[config.mk]
export PLATFORM = sky130hd
export DESIGN_NAME = atrp_isqrt
export DESIGN_NICKNAME = d
export VERILOG_FILES = /design/src/hdl/atrp_pkg.sv /design/src/hdl/atrp_isqrt.sv
export SDC_FILE = /design/constraint.sdc
export NUM_CORES = 2
export LEC_CHECK = 0
export BUFFER_PORTS_ARGS = -buffer_cell sky130_fd_sc_hd__buf_2
export CORE_UTILIZATION = 45
export CTS_CLUSTER_SIZE = 16
export DETAILED_ROUTE_END_ITERATION = 7
export PLACE_DENSITY_LB_ADDON = 0.25
export SLEW_MARGIN = 20
export SYNTH_ARGS = -nofsm -noshare
export SYNTH_HDL_FRONTEND = slang
export SYNTH_SLANG_ARGS = --single-unit
[constraint.sdc]
create_clock -name clk -period 4.1 [get_ports clk]
set_clock_uncertainty 0.05 [all_clocks]
set_input_delay 0.41 -clock clk [delete_from_list [all_inputs] [get_ports clk]]
set_output_delay 0.41 -clock clk [all_outputs]
set_load 0.1 [all_outputs]
[src/hdl/atrp_pkg.sv]
// Shared widths, constants and word types of the tilt block.
package atrp_pkg;

  localparam int SAMPLE_W    = 16;                  // raw accelerometer sample
  localparam int ANGLE_W     = 16;                  // degrees * 128
  localparam int FRAC_W      = 8;                   // fraction bits of atan2 operands
  localparam int SQ_W        = 2 * SAMPLE_W;        // sum of two squares
  localparam int RAD_W       = SQ_W + 2 * FRAC_W;   // sqrt radicand
  localparam int ROOT_W      = RAD_W / 2;           // sqrt result
  localparam int OP_W        = ROOT_W + 2;          // signed atan2 operand
  localparam int ATAN_ENTRIES = 24;
  localparam int ANGLE_LIMIT = 23040;               // 180 degrees * 128

  typedef struct packed {
    logic signed [SAMPLE_W-1:0] accel_x;
    logic signed [SAMPLE_W-1:0] accel_y;
    logic signed [SAMPLE_W-1:0] accel_z;
  } in_word_t;

  typedef struct packed {
    logic signed [ANGLE_W-1:0] roll_angle;
    logic signed [ANGLE_W-1:0] pitch_angle;
  } out_word_t;

  // sample and mode riding along the squaring and sqrt stages
  typedef struct packed {
    logic                       mode;
    logic signed [SAMPLE_W-1:0] ax;
    logic signed [SAMPLE_W-1:0] ay;
    logic signed [SAMPLE_W-1:0] az;
  } side_t;

endpackage

[src/hdl/atrp_isqrt.sv]
// Pipelined integer square root of (sum << 16), one root bit per stage.
module atrp_isqrt (
  input  logic                        clk,
  input  logic                        rst_n,
  input  logic                        en,
  input  logic                        in_valid,
  input  logic [atrp_pkg::SQ_W-1:0]   in_sum,
  input  atrp_pkg::side_t             in_side,
  output logic                        out_valid,
  output logic [atrp_pkg::ROOT_W-1:0] out_root,
  output atrp_pkg::side_t             out_side
);

  localparam int SQ_W   = atrp_pkg::SQ_W;
  localparam int RAD_W  = atrp_pkg::RAD_W;
  localparam int ROOT_W = atrp_pkg::ROOT_W;
  localparam int PAD_W  = RAD_W - SQ_W;
  localparam int REM_W  = ROOT_W + 2;

  logic                  vld_r  [ROOT_W];
  logic [REM_W-1:0]      rem_r  [ROOT_W];
  logic [ROOT_W-1:0]     root_r [ROOT_W];
  logic [SQ_W-1:0]       sum_r  [ROOT_W];
  atrp_pkg::side_t       side_r [ROOT_W];

  for (genvar j = 0; j < ROOT_W; j++) begin : g_stage
    logic              cur_vld;
    logic [REM_W-1:0]  cur_rem;
    logic [ROOT_W-1:0] cur_root;
    logic [SQ_W-1:0]   cur_sum;
    atrp_pkg::side_t   cur_side;
    logic [RAD_W-1:0]  rad;
    logic [REM_W-1:0]  rem_sh;
    logic [REM_W-1:0]  trial;
    logic              take;
    logic [REM_W-1:0]  rem_nxt;
    logic [ROOT_W-1:0] root_nxt;

    if (j == 0) begin : g_first
      assign cur_vld  = in_valid;
      assign cur_rem  = '0;
      assign cur_root = '0;
      assign cur_sum  = in_sum;
      assign cur_side = in_side;
    end else begin : g_next
      assign cur_vld  = vld_r[j-1];
      assign cur_rem  = rem_r[j-1];
      assign cur_root = root_r[j-1];
      assign cur_sum  = sum_r[j-1];
      assign cur_side = side_r[j-1];
    end

    // restoring step: bring down two radicand bits, try root*4+1
    always_comb begin
      rad      = {cur_sum, PAD_W'(0)};
      rem_sh   = {cur_rem[REM_W-3:0], rad[RAD_W-1-2*j -: 2]};
      trial    = {cur_root, 2'b01};
      take     = (rem_sh >= trial);
      rem_nxt  = take ? (rem_sh - trial) : rem_sh;
      root_nxt = {cur_root[ROOT_W-2:0], take};
    end

    always_ff @(posedge clk) begin
      if (!rst_n) begin
        vld_r[j] <= 1'b0;
      end else if (en) begin
        vld_r[j] <= cur_vld;
      end
    end

    always_ff @(posedge clk) begin
      if (en) begin
        rem_r[j]  <= rem_nxt;
        root_r[j] <= root_nxt;
        sum_r[j]  <= cur_sum;
        side_r[j] <= cur_side;
      end
    end
  end

  assign out_valid = vld_r[ROOT_W-1];
  assign out_root  = root_r[ROOT_W-1];
  assign out_side  = side_r[ROOT_W-1];

endmodule

==> qor.csv <==
stage,metric,value,unit
drt,drt-total-wl,135.1,mm
final_layout,multiInputGateArea,19190,um2
timing,slew_headroom,32.57,%
global_routing,grt_pass1_wl,219.1,mm
power,p_per_area,552.5,nW/um2
drt,first_iter_violations,3077,
clocking,cts_root_buf,clkbuf_16,
global_routing,grt_pass1_vias,43910,
worst_setup_path,timing.rr.start,rem_r[2][131]$_DFFE_PP_,
clocking,cts_made_buffers,227,
drt,ant_nets,0,
clocking,tritoncts,built,
global_routing,gr-total-overflow,0,
placed_design,gp_congestion,0.8677,
timing,maxSlewViolCount,0,
power,leakagePower,0.03746,uW
hold_path,hold_path.class,primary input to register,
synthesis,yosysWarningCount,0,
global_routing,grt_max_degree,196,
worst_setup_path,critPathLaunch,rem_r[2][131]$_DFFE_PP_,
worst_setup_path,cp_cell_sequence,"inv_1, ha_1, inv_1, fa_1, nor2b_1, o31a_1, o21ai_0, a211o_1, a21oi_1, o2111ai_1, a31oi_2, buf_12, mux2_2",
worst_setup_path,slowest_delay,0.44,ns
clocking,cts_setup_buffers,0,
synthesis,ys_types,84,
drt,avgRoutedWirePerCell,15.40,um
worst_setup_path,slowest_stage,edfxtp_1,
timing,period_share,92.87,%
final_layout,fill_cells,15710,
hold_path,hold_path_startpoint,in_sum[27],
timing,worst_pin_slew,1.010,ns
synthesis,netlist.area_leader.share,76.41,%
drt,vias_per_cell,4.972,
synthesis,synth_ff_type,edfxtp_1,
final_layout,syn2layout_area_growth,14.86,%
clocking,clkTransAtPathRegs,0.06,ns
final_layout,seq_area,67700,um2
synthesis,syn_area,88580,um2
placed_design,dpl.cell_count,8270,
power,vdd_ir_drop_max,0.5659,mV
floorplan,coreArea,195200,um2
placed_design,port_buffers,158,
synthesis,synthCells,5466,
timing,finalSetupViolations,0,
worst_setup_path,cp.required,4.66,ns
clocking,clock_path_buffers,3,
timing,hold_viol_final,0,
clocking,clk_latency,0.87,ns
worst_setup_path,critPathLaunchType,register,
synthesis,async_flop_share,0,%
drt,firstDrtPassIters,5,
worst_setup_path,arrival,4.37,ns
timing,fmax,0.2626,GHz
floorplan,die-area,198600,um2
timing,fin_crit,3.808,ns
global_routing,grtUsageTotal,13.59,%
floorplan,start_util,45.38,%
floorplan,rows,162,
final_layout,nNetsFinal,6363,
final_layout,instances_no_fill,8777,
synthesis,ys_ff_latch,2255,
drt,drc_errors,0,
clocking,clock-sinks,2255,
global_routing,antenna_found_initial,1,
synthesis,synth_top_cell_by_area,edfxtp_1,
job,max_cap_viol_count,0,
clocking,htreeDepth,4,
worst_setup_path,worst-path-max-fanout,30,
timing,grt_setup_unrepaired,false,
final_layout,drive_gt1_share,11.18,%
synthesis,syn_area_per_cell,16.21,um2
floorplan,ios,159,
synthesis,synth.area.top_cells,"edfxtp_1 76%, ha_1 4.4%, xor2_1 2.0%, xnor2_1 1.8%, inv_1 1.7%",
floorplan,die_h,445.7,um
placed_design,dp_hpwl,88.02,mm
synthesis,synth_edf_count,2254,
worst_setup_path,path_class,register to register,
worst_setup_path,cp-end-kind,register,
floorplan,die_w,445.7,um
synthesis,syn_nets,5868,
run_status,status,"finished, final reports clean",
synthesis,synth_seq_area_share,76.43,%
worst_setup_path,crit_top_cell,inv_1,
drt,num_vias,43640,
timing,finalSetupTns,0,ns
critical path: cells and delay by family (launching register included):
kind | cells | cell delay (ns)
flip-flops | 1 | 0.44
adder cells (fa/ha/maj) | 2 | 0.60
AND/OR/NAND/NOR | 1 | 0.17
multiplexers | 1 | 0.36
AO/OA/AOI/OAI | 6 | 1.48
buffers and inverters | 3 | 0.44
layout by cell type, fill, tap and decap left out, types with 62 or more instances in the layout:
cell / synthesis / final
inv_1: 394 / 394
o21ai_0: 266 / 265
nand2_1: 287 / 287
a21oi_1: 224 / 224
buf_2: 4 / 157
ha_1: 310 / 310
xnor2_1: 179 / 179
edfxtp_1: 2254 / 2254
clkbuf_16: 0 / 227
nor2_1: 259 / 259
dlygate4sd3_1: 0 / 86
mux2_2: 71 / 71
buf_4: 1 / 62
nor3_1: 121 / 120
xor2_1: 205 / 205
a21o_1: 96 / 96
path summary, 6_finish.rpt:
| kind | depth (start not counted) | slack, ns | endpoint |
|---|---|---|---|
| worst min-delay path | 2 | 0.20 | sum_r[0][27]$_DFFE_PP_ |
| worst max register to register | 13 | 0.29 | rem_r[2][160]$_DFFE_PP_ |
| worst min register to register | 0 | 0.32 | side_r[2][31]$_DFFE_PP_ |
| worst max-delay path | 13 | 0.29 | rem_r[2][160]$_DFFE_PP_ |
sequential cells by signal, indices dropped and copies added (netlist names):
name	cells
side_r	1176
rem_r	523
root_r	292
sum_r	240
vld_r	24
kinds of logic (layout without fill, tap and decap cells):
family                   after synthesis  after routing  synth area share, %
flip-flops                          2255           2255                76.43
AND/OR/NAND/NOR                     1109           1109                6.240
AO/OA/AOI/OAI                        866            866                6.082
buffers and inverters                458           1144                1.951
XOR/XNOR                             384            384                3.797
adder cells (fa/ha/maj)              317            317                4.537
multiplexers                          76             76               0.9591
other                                  1              2             0.004233
layout make-up:
cell class              instances  area share [%]
clock buffers                 268           5.734
multi-input cells            2753           18.87
well taps                    2624           3.227
repair buffers                329           2.548
diodes                          1        0.002460
clock inverters               152           1.621
inverters                     395           1.457
flip-flops and latches       2255           66.54
per-stage QoR:
step / setup WS (ns) / instance area (um2) / power (uW) / util, % / hold WS (ns)
4_1_cts: 0.1983 / 101700 / 56990 / 52.12 / 0.08690
6_report: 0.2923 / 101700 / 56210 / 52.12 / 0.1954
2_1_floorplan: 0.4734 / 88580 / 34140 / - / 0.3503
3_5_place_dp: 0.1964 / 93390 / 36360 / 47.84 / 0.3545
3_3_place_gp: 0.2783 / 93390 / 36100 / 47.84 / 0.3503
5_1_grt: 0.02130 / 101700 / 58820 / 52.12 / 0.1306
cells in the mapped netlist (49+ instances only):
cell	n
nor4_1	50
edfxtp_1	2254
nand2_1	287
o21ai_0	266
inv_1	394
nor3_1	121
xor2_1	205
clkbuf_1	54
nand3_1	49
ha_1	310
nor2b_1	49
nand2b_1	60
o21a_1	60
xnor2_1	179
nor2_1	259
a21o_1	96
mux2_2	71
a21oi_1	224
layer usage:
metal	share of wire, %	wire, um	up-vias	track usage (%)
met5	0	0	-	0
met4	3.8	5101	0	6.180
met3	3.7	5015	306	2.595
met2	50	67360	715	23.43
met1	43	57650	21030	16.49
li1	-	-	21590	-
where the power goes:
part	internal, uW	switching [uW]	leakage, uW	total (uW)
clock	11700	8560	0.00363	20200
sequential	28100	1040	0.0218	29100
combinational	2930	3930	0.0121	6870
total	42700	13500	0.0375	56200
timing repair:
item                                   CTS  global route
gates resized for setup                  0             2
setup endpoints to repair                0            19
hold buffers                            86             0
endpoints found under the hold margin  114             0
(Power assumes the default switching activity.)
